===== config.mk =====
export PLATFORM = sky130hd
export DESIGN_NAME = dds_command_word_sequencer_flat
export DESIGN_NICKNAME = d
export VERILOG_FILES = /design/src/hdl/dcws_pkg.sv /design/src/hdl/dcws_if.sv /design/src/hdl/dcws_front.sv /design/src/hdl/dcws_queue.sv /design/src/hdl/dcws_back.sv /design/src/hdl/dds_command_word_sequencer.sv /design/src/flat_wrapper.sv
export SDC_FILE = /design/constraint.sdc
export NUM_CORES = 2
export LEC_CHECK = 0
export BUFFER_PORTS_ARGS = -buffer_cell sky130_fd_sc_hd__buf_4
export CAP_MARGIN = 20
export CORE_MARGIN = 10
export CORE_UTILIZATION = 30
export CTS_CLUSTER_SIZE = 16
export DETAILED_ROUTE_END_ITERATION = 6
export PLACE_DENSITY = 0.52
export SLEW_MARGIN = 20
export SYNTH_ARGS = -nofsm -noshare
export SYNTH_HDL_FRONTEND = slang
export SYNTH_SLANG_ARGS = --single-unit

===== constraint.sdc =====
create_clock -name clock -period 9.2 [get_ports clock]
set_input_delay 0.92 -clock clock [delete_from_list [all_inputs] [get_ports clock]]
set_output_delay 0.92 -clock clock [all_outputs]
set_load 0.05 [all_outputs]

===== src/hdl/dcws_pkg.sv =====
package dcws_pkg;

   localparam int FREQ_W         = 24;
   localparam int SHAPE_W        = 2;
   localparam int TUNE_W         = 24;
   localparam int TUNE_FRAC_BITS = 20;
   localparam int STEP_W         = 28;
   localparam int HALF_W         = 14;
   localparam int WORD_W         = 16;
   localparam int IDX_W          = 3;
   localparam int PROD_W         = FREQ_W + TUNE_W;
   localparam int CSR_DATA_W     = 32;
   localparam int CSR_ADDR_W     = 3;
   localparam int QUEUE_DEPTH    = 2;
   localparam int QPTR_W         = $clog2(QUEUE_DEPTH);

   localparam logic [FREQ_W-1:0] FREQ_LIMIT_RESET = 24'd12000000;
   localparam logic [TUNE_W-1:0] TUNING_RESET     = 24'd11251220;

   localparam logic [0:0] CSR_FREQ_LIMIT = 1'b0;
   localparam logic [0:0] CSR_TUNING     = 1'b1;

   localparam logic [SHAPE_W-1:0] SHAPE_CODE_SINE     = 2'd0;
   localparam logic [SHAPE_W-1:0] SHAPE_CODE_TRIANGLE = 2'd1;
   localparam logic [SHAPE_W-1:0] SHAPE_CODE_SQUARE   = 2'd2;

   typedef enum logic [1:0] {
      SHAPE_SINE,
      SHAPE_TRIANGLE,
      SHAPE_SQUARE
   } shape_type;

   typedef logic [IDX_W-1:0] word_idx_type;

   localparam word_idx_type IDX_CTRL_RESET = 3'd0;
   localparam word_idx_type IDX_FREQ0_LO   = 3'd1;
   localparam word_idx_type IDX_FREQ0_HI   = 3'd2;
   localparam word_idx_type IDX_FREQ1_LO   = 3'd3;
   localparam word_idx_type IDX_FREQ1_HI   = 3'd4;
   localparam word_idx_type IDX_PHASE0     = 3'd5;
   localparam word_idx_type IDX_PHASE1     = 3'd6;
   localparam word_idx_type IDX_CTRL_RUN   = 3'd7;

   localparam logic [WORD_W-1:0] PREFIX_FREQ0 = 16'h4000;
   localparam logic [WORD_W-1:0] PREFIX_FREQ1 = 16'h8000;
   localparam logic [WORD_W-1:0] WORD_PHASE0  = 16'hC000;
   localparam logic [WORD_W-1:0] WORD_PHASE1  = 16'hE000;
   localparam logic [WORD_W-1:0] CTRL_BASE    = 16'h2008;
   localparam logic [WORD_W-1:0] CTRL_RESET   = 16'h0100;
   localparam logic [WORD_W-1:0] CTRL_TRI     = 16'h0002;
   localparam logic [WORD_W-1:0] CTRL_SQR     = 16'h0020;

   typedef struct packed {
      logic [STEP_W-1:0] step;
      shape_type         shape;
   } item_type;

   typedef struct packed {
      logic     valid;
      item_type item;
   } push_type;

   typedef struct packed {
      logic full;
      logic empty;
   } queue_status_type;

   function automatic logic [WORD_W-1:0] ctrl_word(shape_type shape, logic with_reset);
      logic [WORD_W-1:0] word;
      word = CTRL_BASE;
      unique case (shape)
         SHAPE_TRIANGLE: word = word | CTRL_TRI;
         SHAPE_SQUARE:   word = word | CTRL_SQR;
         default:        word = CTRL_BASE;
      endcase
      if (with_reset) begin
         word = word | CTRL_RESET;
      end
      return word;
   endfunction

endpackage


===== src/hdl/dcws_if.sv =====
interface dcws_req_if;
   logic                          valid;
   logic                          ready;
   logic [dcws_pkg::FREQ_W-1:0]   freq;
   logic [dcws_pkg::SHAPE_W-1:0]  shape;

   modport source (output valid, freq, shape, input ready);
   modport sink   (input valid, freq, shape, output ready);
endinterface

interface dcws_rsp_if;
   logic                          valid;
   logic                          ready;
   logic [dcws_pkg::WORD_W-1:0]   cmd_word;
   logic [dcws_pkg::IDX_W-1:0]    word_index;
   logic                          last;

   modport source (output valid, cmd_word, word_index, last, input ready);
   modport sink   (input valid, cmd_word, word_index, last, output ready);
endinterface


===== src/hdl/dcws_front.sv =====
module dcws_front (
   input  logic                          clock,
   input  logic                          reset,
   dcws_req_if.sink                      req_ch,
   input  logic [dcws_pkg::FREQ_W-1:0]   freq_limit,
   input  logic [dcws_pkg::TUNE_W-1:0]   tuning_factor,
   output dcws_pkg::push_type            push_out,
   input  logic                          push_ready
);

   logic                          a_valid_ff, a_valid_in;
   logic [dcws_pkg::FREQ_W-1:0]   a_freq_ff, a_freq_in;
   dcws_pkg::shape_type           a_shape_ff, a_shape_in;
   logic                          b_valid_ff, b_valid_in;
   dcws_pkg::item_type            b_item_ff, b_item_in;
   logic [dcws_pkg::PROD_W-1:0]   prod;
   logic                          a_adv, b_adv;

   assign b_adv        = !b_valid_ff || push_ready;
   assign a_adv        = !a_valid_ff || b_adv;
   assign req_ch.ready = a_adv;

   // clamp and shape classification
   always_comb begin
      a_freq_in = (req_ch.freq > freq_limit) ? freq_limit : req_ch.freq;
      unique case (req_ch.shape)
         dcws_pkg::SHAPE_CODE_TRIANGLE: a_shape_in = dcws_pkg::SHAPE_TRIANGLE;
         dcws_pkg::SHAPE_CODE_SQUARE:   a_shape_in = dcws_pkg::SHAPE_SQUARE;
         default:                       a_shape_in = dcws_pkg::SHAPE_SINE;
      endcase
      a_valid_in = a_adv ? req_ch.valid : a_valid_ff;
   end

   // tuning multiply
   always_comb begin
      prod            = dcws_pkg::PROD_W'(a_freq_ff) * dcws_pkg::PROD_W'(tuning_factor);
      b_item_in.step  = dcws_pkg::STEP_W'(prod >> dcws_pkg::TUNE_FRAC_BITS);
      b_item_in.shape = a_shape_ff;
      b_valid_in      = b_adv ? a_valid_ff : b_valid_ff;
   end

   always_ff @(posedge clock) begin
      if (reset) begin
         a_valid_ff <= 1'b0;
         b_valid_ff <= 1'b0;
      end else begin
         a_valid_ff <= a_valid_in;
         b_valid_ff <= b_valid_in;
      end
   end

   always_ff @(posedge clock) begin
      if (a_adv && req_ch.valid) begin
         a_freq_ff  <= a_freq_in;
         a_shape_ff <= a_shape_in;
      end
      if (b_adv && a_valid_ff) begin
         b_item_ff <= b_item_in;
      end
   end

   assign push_out.valid = b_valid_ff;
   assign push_out.item  = b_item_ff;

endmodule


===== src/hdl/dcws_queue.sv =====
module dcws_queue (
   input  logic                       clock,
   input  logic                       reset,
   input  dcws_pkg::push_type         push_in,
   output dcws_pkg::push_type         pop_out,
   input  logic                       pop_take,
   output dcws_pkg::queue_status_type status
);

   dcws_pkg::item_type               entries_ff [dcws_pkg::QUEUE_DEPTH];
   logic [dcws_pkg::QPTR_W-1:0]      wr_ptr_ff, wr_ptr_in;
   logic [dcws_pkg::QPTR_W-1:0]      rd_ptr_ff, rd_ptr_in;
   logic [dcws_pkg::QPTR_W:0]        count_ff, count_in;
   logic                             push, pop;

   assign status.full  = (count_ff == (dcws_pkg::QPTR_W+1)'(dcws_pkg::QUEUE_DEPTH));
   assign status.empty = (count_ff == '0);
   assign push         = push_in.valid && !status.full;
   assign pop          = pop_take && !status.empty;

   always_comb begin
      wr_ptr_in = push ? wr_ptr_ff + 1'b1 : wr_ptr_ff;
      rd_ptr_in = pop ? rd_ptr_ff + 1'b1 : rd_ptr_ff;
      count_in  = count_ff;
      if (push && !pop) begin
         count_in = count_ff + 1'b1;
      end else if (pop && !push) begin
         count_in = count_ff - 1'b1;
      end
   end

   always_ff @(posedge clock) begin
      if (reset) begin
         wr_ptr_ff <= '0;
         rd_ptr_ff <= '0;
         count_ff  <= '0;
      end else begin
         wr_ptr_ff <= wr_ptr_in;
         rd_ptr_ff <= rd_ptr_in;
         count_ff  <= count_in;
      end
   end

   always_ff @(posedge clock) begin
      if (push) begin
         entries_ff[wr_ptr_ff] <= push_in.item;
      end
   end

   assign pop_out.valid = !status.empty;
   assign pop_out.item  = entries_ff[rd_ptr_ff];

endmodule


===== src/hdl/dcws_back.sv =====
module dcws_back (
   input  logic                clock,
   input  logic                reset,
   input  dcws_pkg::push_type  pop_in,
   output logic                pop_take,
   dcws_rsp_if.source          rsp_ch
);

   logic                          cur_valid_ff, cur_valid_in;
   dcws_pkg::item_type            cur_item_ff;
   dcws_pkg::word_idx_type        idx_ff, idx_in;
   logic                          rsp_valid_ff, rsp_valid_in;
   logic [dcws_pkg::WORD_W-1:0]   rsp_word_ff, word;
   dcws_pkg::word_idx_type        rsp_idx_ff;
   logic                          rsp_last_ff;
   logic                          out_load, at_end;
   logic [dcws_pkg::HALF_W-1:0]   lo, hi;

   assign out_load = cur_valid_ff && (!rsp_valid_ff || rsp_ch.ready);
   assign at_end   = (idx_ff == dcws_pkg::IDX_CTRL_RUN);
   assign pop_take = pop_in.valid && (!cur_valid_ff || (out_load && at_end));
   assign lo       = cur_item_ff.step[dcws_pkg::HALF_W-1:0];
   assign hi       = cur_item_ff.step[dcws_pkg::STEP_W-1:dcws_pkg::HALF_W];

   always_comb begin
      unique case (idx_ff)
         dcws_pkg::IDX_CTRL_RESET: word = dcws_pkg::ctrl_word(cur_item_ff.shape, 1'b1);
         dcws_pkg::IDX_FREQ0_LO:   word = dcws_pkg::PREFIX_FREQ0 | dcws_pkg::WORD_W'(lo);
         dcws_pkg::IDX_FREQ0_HI:   word = dcws_pkg::PREFIX_FREQ0 | dcws_pkg::WORD_W'(hi);
         dcws_pkg::IDX_FREQ1_LO:   word = dcws_pkg::PREFIX_FREQ1 | dcws_pkg::WORD_W'(lo);
         dcws_pkg::IDX_FREQ1_HI:   word = dcws_pkg::PREFIX_FREQ1 | dcws_pkg::WORD_W'(hi);
         dcws_pkg::IDX_PHASE0:     word = dcws_pkg::WORD_PHASE0;
         dcws_pkg::IDX_PHASE1:     word = dcws_pkg::WORD_PHASE1;
         dcws_pkg::IDX_CTRL_RUN:   word = dcws_pkg::ctrl_word(cur_item_ff.shape, 1'b0);
      endcase
   end

   always_comb begin
      cur_valid_in = cur_valid_ff;
      idx_in       = idx_ff;
      if (pop_take) begin
         cur_valid_in = 1'b1;
         idx_in       = dcws_pkg::IDX_CTRL_RESET;
      end else if (out_load) begin
         cur_valid_in = !at_end;
         idx_in       = idx_ff + 1'b1;
      end
      rsp_valid_in = out_load || (rsp_valid_ff && !rsp_ch.ready);
   end

   always_ff @(posedge clock) begin
      if (reset) begin
         cur_valid_ff <= 1'b0;
         idx_ff       <= dcws_pkg::IDX_CTRL_RESET;
         rsp_valid_ff <= 1'b0;
      end else begin
         cur_valid_ff <= cur_valid_in;
         idx_ff       <= idx_in;
         rsp_valid_ff <= rsp_valid_in;
      end
   end

   always_ff @(posedge clock) begin
      if (pop_take) begin
         cur_item_ff <= pop_in.item;
      end
      if (out_load) begin
         rsp_word_ff <= word;
         rsp_idx_ff  <= idx_ff;
         rsp_last_ff <= at_end;
      end
   end

   assign rsp_ch.valid      = rsp_valid_ff;
   assign rsp_ch.cmd_word   = rsp_word_ff;
   assign rsp_ch.word_index = rsp_idx_ff;
   assign rsp_ch.last       = rsp_last_ff;

endmodule


===== src/hdl/dds_command_word_sequencer.sv =====
// channel   role    handshake         payload
// req_ch    sink    valid / ready     freq[23:0], shape[1:0]
// rsp_ch    source  valid / ready     cmd_word[15:0], word_index[2:0], last
// csr_*     apb     psel / penable    freq_limit (0x0), tuning_factor (0x4)
//
// each request yields eight words, one per cycle while rsp_ch is not stalled;
// a request runs through front, queue, sequencer and output register in turn
// the front clamp and multiply stages feed a two-entry queue, so up to four
// requests are taken ahead while the sequencer works; a stalled rsp_ch holds
// the output register, which backs up the queue and front until req_ch.ready drops
// synchronous reset restores freq_limit and tuning_factor and empties all stages
module dds_command_word_sequencer (
   input  logic                              clock,
   input  logic                              reset,
   dcws_req_if.sink                          req_ch,
   dcws_rsp_if.source                        rsp_ch,
   input  logic                              csr_psel,
   input  logic                              csr_penable,
   input  logic                              csr_pwrite,
   input  logic [dcws_pkg::CSR_ADDR_W-1:0]   csr_paddr,
   input  logic [dcws_pkg::CSR_DATA_W-1:0]   csr_pwdata,
   output logic [dcws_pkg::CSR_DATA_W-1:0]   csr_prdata,
   output logic                              csr_pready
);

   logic [dcws_pkg::FREQ_W-1:0]   freq_limit_ff;
   logic [dcws_pkg::TUNE_W-1:0]   tuning_ff;
   logic                          csr_write;
   logic [0:0]                    csr_index;
   dcws_pkg::push_type            push, pop;
   logic                          pop_take;
   dcws_pkg::queue_status_type    q_status;

   assign csr_pready = 1'b1;
   assign csr_index  = csr_paddr[2];
   assign csr_write  = csr_psel && csr_penable && csr_pwrite && csr_pready;

   always_ff @(posedge clock) begin
      if (reset) begin
         freq_limit_ff <= dcws_pkg::FREQ_LIMIT_RESET;
         tuning_ff     <= dcws_pkg::TUNING_RESET;
      end else if (csr_write) begin
         unique case (csr_index)
            dcws_pkg::CSR_FREQ_LIMIT: freq_limit_ff <= csr_pwdata[dcws_pkg::FREQ_W-1:0];
            dcws_pkg::CSR_TUNING:     tuning_ff     <= csr_pwdata[dcws_pkg::TUNE_W-1:0];
         endcase
      end
   end

   always_comb begin
      unique case (csr_index)
         dcws_pkg::CSR_FREQ_LIMIT: csr_prdata = dcws_pkg::CSR_DATA_W'(freq_limit_ff);
         dcws_pkg::CSR_TUNING:     csr_prdata = dcws_pkg::CSR_DATA_W'(tuning_ff);
      endcase
   end

   dcws_front u_front (
      .clock         (clock),
      .reset         (reset),
      .req_ch        (req_ch),
      .freq_limit    (freq_limit_ff),
      .tuning_factor (tuning_ff),
      .push_out      (push),
      .push_ready    (!q_status.full)
   );

   dcws_queue u_queue (
      .clock    (clock),
      .reset    (reset),
      .push_in  (push),
      .pop_out  (pop),
      .pop_take (pop_take),
      .status   (q_status)
   );

   dcws_back u_back (
      .clock    (clock),
      .reset    (reset),
      .pop_in   (pop),
      .pop_take (pop_take),
      .rsp_ch   (rsp_ch)
   );

   // a word other than the last is always followed by the next word
   assert property (@(posedge clock) disable iff (reset)
      rsp_ch.valid && rsp_ch.ready && !rsp_ch.last |=>
         rsp_ch.valid && (rsp_ch.word_index == dcws_pkg::IDX_W'($past(rsp_ch.word_index) + 1'b1)))
      else $error("word sequence broken");

   assert property (@(posedge clock) disable iff (reset)
      rsp_ch.valid |-> (rsp_ch.last == (rsp_ch.word_index == dcws_pkg::IDX_CTRL_RUN)))
      else $error("last flag off the final word");

   // a stalled transfer keeps its payload
   assert property (@(posedge clock) disable iff (reset)
      rsp_ch.valid && !rsp_ch.ready |=>
         rsp_ch.valid && $stable(rsp_ch.cmd_word) && $stable(rsp_ch.word_index)
         && $stable(rsp_ch.last))
      else $error("stalled transfer changed");

   assert property (@(posedge clock) disable iff (reset)
      push.valid && q_status.full |=> $stable(push.item))
      else $error("front changed an item held by a full queue");

endmodule

===== src/flat_wrapper.sv =====
// flat-port wrapper written by rule: the top's interface ports become plain ports
module dds_command_word_sequencer_flat 
  (clock, reset, csr_psel, csr_penable, csr_pwrite, csr_paddr, csr_pwdata, csr_prdata, csr_pready, req_ch_valid, req_ch_freq, req_ch_shape, req_ch_ready, rsp_ch_valid, rsp_ch_cmd_word, rsp_ch_word_index, rsp_ch_last, rsp_ch_ready);
  dcws_req_if req_ch_i ();
  dcws_rsp_if rsp_ch_i ();
  input  logic clock;
  input  logic reset;
  input  logic csr_psel;
  input  logic csr_penable;
  input  logic csr_pwrite;
  input  logic [dcws_pkg::CSR_ADDR_W-1:0] csr_paddr;
  input  logic [dcws_pkg::CSR_DATA_W-1:0] csr_pwdata;
  output logic [dcws_pkg::CSR_DATA_W-1:0] csr_prdata;
  output logic csr_pready;
  input wire logic [$bits(req_ch_i.valid)-1:0] req_ch_valid;
  input wire logic [$bits(req_ch_i.freq)-1:0] req_ch_freq;
  input wire logic [$bits(req_ch_i.shape)-1:0] req_ch_shape;
  output wire logic [$bits(req_ch_i.ready)-1:0] req_ch_ready;
  output wire logic [$bits(rsp_ch_i.valid)-1:0] rsp_ch_valid;
  output wire logic [$bits(rsp_ch_i.cmd_word)-1:0] rsp_ch_cmd_word;
  output wire logic [$bits(rsp_ch_i.word_index)-1:0] rsp_ch_word_index;
  output wire logic [$bits(rsp_ch_i.last)-1:0] rsp_ch_last;
  input wire logic [$bits(rsp_ch_i.ready)-1:0] rsp_ch_ready;
  assign req_ch_i.valid = req_ch_valid;
  assign req_ch_i.freq = req_ch_freq;
  assign req_ch_i.shape = req_ch_shape;
  assign req_ch_ready = req_ch_i.ready;
  assign rsp_ch_valid = rsp_ch_i.valid;
  assign rsp_ch_cmd_word = rsp_ch_i.cmd_word;
  assign rsp_ch_word_index = rsp_ch_i.word_index;
  assign rsp_ch_last = rsp_ch_i.last;
  assign rsp_ch_i.ready = rsp_ch_ready;
  dds_command_word_sequencer u_core (.clock(clock), .reset(reset), .req_ch(req_ch_i), .rsp_ch(rsp_ch_i), .csr_psel(csr_psel), .csr_penable(csr_penable), .csr_pwrite(csr_pwrite), .csr_paddr(csr_paddr), .csr_pwdata(csr_pwdata), .csr_prdata(csr_prdata), .csr_pready(csr_pready));
endmodule

==> reports/results.txt <==
Mapped Area -> 27,300 um^2
Hold Path Class -> register to register
Synth cell types -> 64
Clock Tree Buf Depth -> 3
Worst slew margin -> 21.6%
Worst-Skew Late Latency -> 550 ps
Critical path's slowest cell -> edfxtp_1
Multi-input logic area -> 18,400 um^2
FFs w/ async S/R, synth -> 0%
DRC Markers -> 0
TritonCTS clock tree -> yes
Critical Path End Type -> register
Port Buffers -> 103
Max cap viols -> 0
Layout area overhead -> 10.8%
Fin. Hold Viols -> 0
Total die area -> 103,000 um^2
Final setup TNS -> 0 ps
Data required time at the worst endpoint -> 9530 ps
Die W -> 322 um
Vias in the first global route -> 19,200
# H-tree levels -> 1
Cell Rows -> 110
Via count -> 18,100
Fin nets -> 3,541
Number of flops mapped to enable cells by yosys -> 166
RSZ-0062 raised after global routing -> no
Syn avg cell area -> 9.96 um^2
Worst R2R Setup Slack -> 1400 ps
CP Max Fanout -> 16
Hold_buf cts -> 0
Avg WL per Cell -> 17.4 um
Period utilization -> 84.8%
Crit. path cell count -> 25
Gp weighted congestion -> 0.810
Status -> finished clean
Antenna violations before repair -> 0
Diode count -> 0
Fmax -> 128 MHz
CP delay by family, top -> adder cells
Largest net degree at the start of global routing -> 60
Final ANT Viol Nets -> 0
Max incr delay on CP -> 900 ps
Total track usage -> 13.5%
Cts bufs inserted -> 23
IO Pins -> 123
Synth Flop Type -> edfxtp_1
Tmin final -> 7800 ps
Number of fill cells -> 9,258
Warnings, synthesis -> 0
Initial DRT Pass Iterations -> 5
Vias/cell -> 4.54
Worst Skew -> 28.2 ps
Clock root buffer -> clkbuf_16
Detailed Route WL -> 69,300 um
FF+latch area -> 6170 um^2
WP data arrival -> 8130 ps
Post-DP HPWL -> 54,200 um
Core area -> 90,100 um^2
Clock-pin slew on the worst setup and hold paths -> 60 ps
Crit Path Class -> register to register
Synth Register Bits -> 225
CTS resizes -> 0
Hold path depth -> 0
Setup violators final -> 0
Iter 0 DRT Violations -> 835
Worst r2r path cells -> 25
Crit path buf inv count -> 8
Crit path launch type -> register
First-pass GRT wire length -> 110,000 um
Share of cells above drive strength 1 -> 9.79%
Sequential-to-total area share from yosys stat -> 22.6%
Worst-Margin Slew -> 1180 ps
Starting density of the core -> 30.3%
Syn Inst Count -> 2,740
Die height -> 322 um
Aggregate global routing overflow -> 0
CTS sink cnt -> 225
Max Transition Viols Final -> 0
Postcts setup bufs -> 0
[worst reg2reg max path: stages, from the launching register on]
cell and delay, ps:
edfxtp_1 900, buf_4 350, nand2_1 110, fa_1 540, inv_1 50, fa_1 470, inv_1 50, fa_1 520
inv_1 50, fa_1 490, inv_1 50, fa_1 540, inv_1 60, fa_1 490, inv_1 60, fa_1 480
inv_1 50, ha_1 310, o21ai_0 150, or2b_2 360, a31oi_4 250, o221ai_4 220, o211ai_2 330, a21oi_2 110
or4_1 470, o311ai_1 110
[worst paths after layout]
path,startpoint,endpoint
worst min-delay path,u_core.u_front.a_shape_ff[0],u_core.u_front.push_out[0]
worst min register to register,u_core.u_front.a_shape_ff[0],u_core.u_front.push_out[0]
worst max-delay path,u_core.u_front.a_freq_ff[13],u_core.u_front.push_out[28]
worst max register to register,u_core.u_front.a_freq_ff[13],u_core.u_front.push_out[28]
[area by class of cell]
cell class | count | share of cell area [%]
Tap cell | 1176 | 4.87
Inverter | 581 | 7.21
Multi-Input combinational cell | 1799 | 60.9
Sequential cell | 225 | 20.4
Clock inverter | 15 | 0.641
Timing Repair Buffer | 161 | 4.00
Clock buffer | 27 | 1.95
[layer usage]
layer / up-vias / GRT usage (%) / wire [um]
met5: - / 0 / 0
met4: 0 / 3.12 / 1550
met3: 71 / 0.879 / 1970
met2: 270 / 23.9 / 34900
met1: 9333 / 17.8 / 31000
li1: 8421 / - / -
[cell usage in the layout, fill, tap and decap left out, drive strengths merged, types with 3 or more instances in the layout]
| cell | count |
|---|---|
| inv | 583 |
| fa | 481 |
| nand2 | 414 |
| and2 | 283 |
| ha | 201 |
| edfxtp | 166 |
| buf | 161 |
| a21oi | 63 |
| dfxtp | 59 |
| mux2 | 56 |
| nor2 | 50 |
| o21ai | 44 |
| clkbuf | 27 |
| a21o | 25 |
| xnor2 | 15 |
| xor2 | 14 |
| a22oi | 14 |
| nand4 | 13 |
| nand3b | 12 |
| nand3 | 11 |
| a211o | 11 |
| nor3 | 9 |
| conb | 9 |
| a211oi | 9 |
| clkinv | 9 |
| nor2b | 7 |
| nand2b | 5 |
| and3 | 4 |
| o21bai | 4 |
| bufinv | 4 |
| or2 | 4 |
| and4 | 3 |
| o31ai | 3 |
| o21a | 3 |
| a31oi | 3 |
| o211ai | 3 |
[logic make-up (layout without fill, tap and decap cells)]
kind of cell               count (synthesis)  count (layout)  synth area share [%]
other                                      2               9                0.0275
and+or+nand+nor                          820             820                  14.6
xor gates and xnor gates                  29              29                 0.931
muxes                                     56              56                  2.31
buffers and inverters                    723             784                  10.1
adders and majority gates                682             682                  44.5
AOI/OAI and AO/OA                        203             203                  4.98
DFF                                      225             225                  22.6
[synth_stat cells, drive strengths merged, types with 14 or more instances]
cell	instances	area, um^2
inv	581	2180
fa	481	9630
nand2	414	1550
and2	283	1770
ha	201	2510
edfxtp	166	4980
clkbuf	126	473
a21oi	63	319
dfxtp	59	1180
mux2	56	631
nor2	50	188
o21ai	44	224
a21o	25	188
buf	16	96.3
xnor2	15	131
a22oi	14	105
xor2	14	123
[through the flow]
stage                     hold slack [ps]  area (um^2)  cells  utilization (%)  setup WS, ps
after CTS                             421        30200   3984             33.5          1400
after global routing                  425        30200   3984             33.5          1110
after floorplan                       400        27300   2747                -          2340
after global placement                409        29400   3942             32.7          1480
after detailed placement              405        29400   3942             32.7          1490
final                                 421        30200   3984             33.5          1400
[flip-flops by register name, indices dropped and copies added, names as in the netlist]
| signal | cells |
|---|---|
| u_core.u_back.rsp_ch.last | 1 |
| u_core.u_front.push_out | 30 |
| u_core.u_front.b_valid_ff | 1 |
| u_core.u_queue.wr_ptr_ff | 1 |
| u_core.u_front.a_freq_ff | 24 |
| u_core.u_back.cur_item_ff | 30 |
| u_core.u_back.rsp_ch.word_index | 3 |
| u_core.u_queue.count_ff | 2 |
| u_core.u_back.rsp_ch.valid | 1 |
| u_core.tuning_ff | 24 |
| u_core.u_front.a_shape_ff | 2 |
| u_core.u_back.idx_ff | 3 |
| u_core.u_queue.entries_ff | 60 |
| u_core.u_back.rsp_ch.cmd_word | 16 |
| u_core.u_back.cur_valid_ff | 1 |
| u_core.u_queue.rd_ptr_ff | 1 |
| u_core.freq_limit_ff | 24 |
| u_core.u_front.a_valid_ff | 1 |
Power is left out: the tool's default activity adds up to more than one toggle a clock period on the data nets, which glitch-free logic cannot reach.
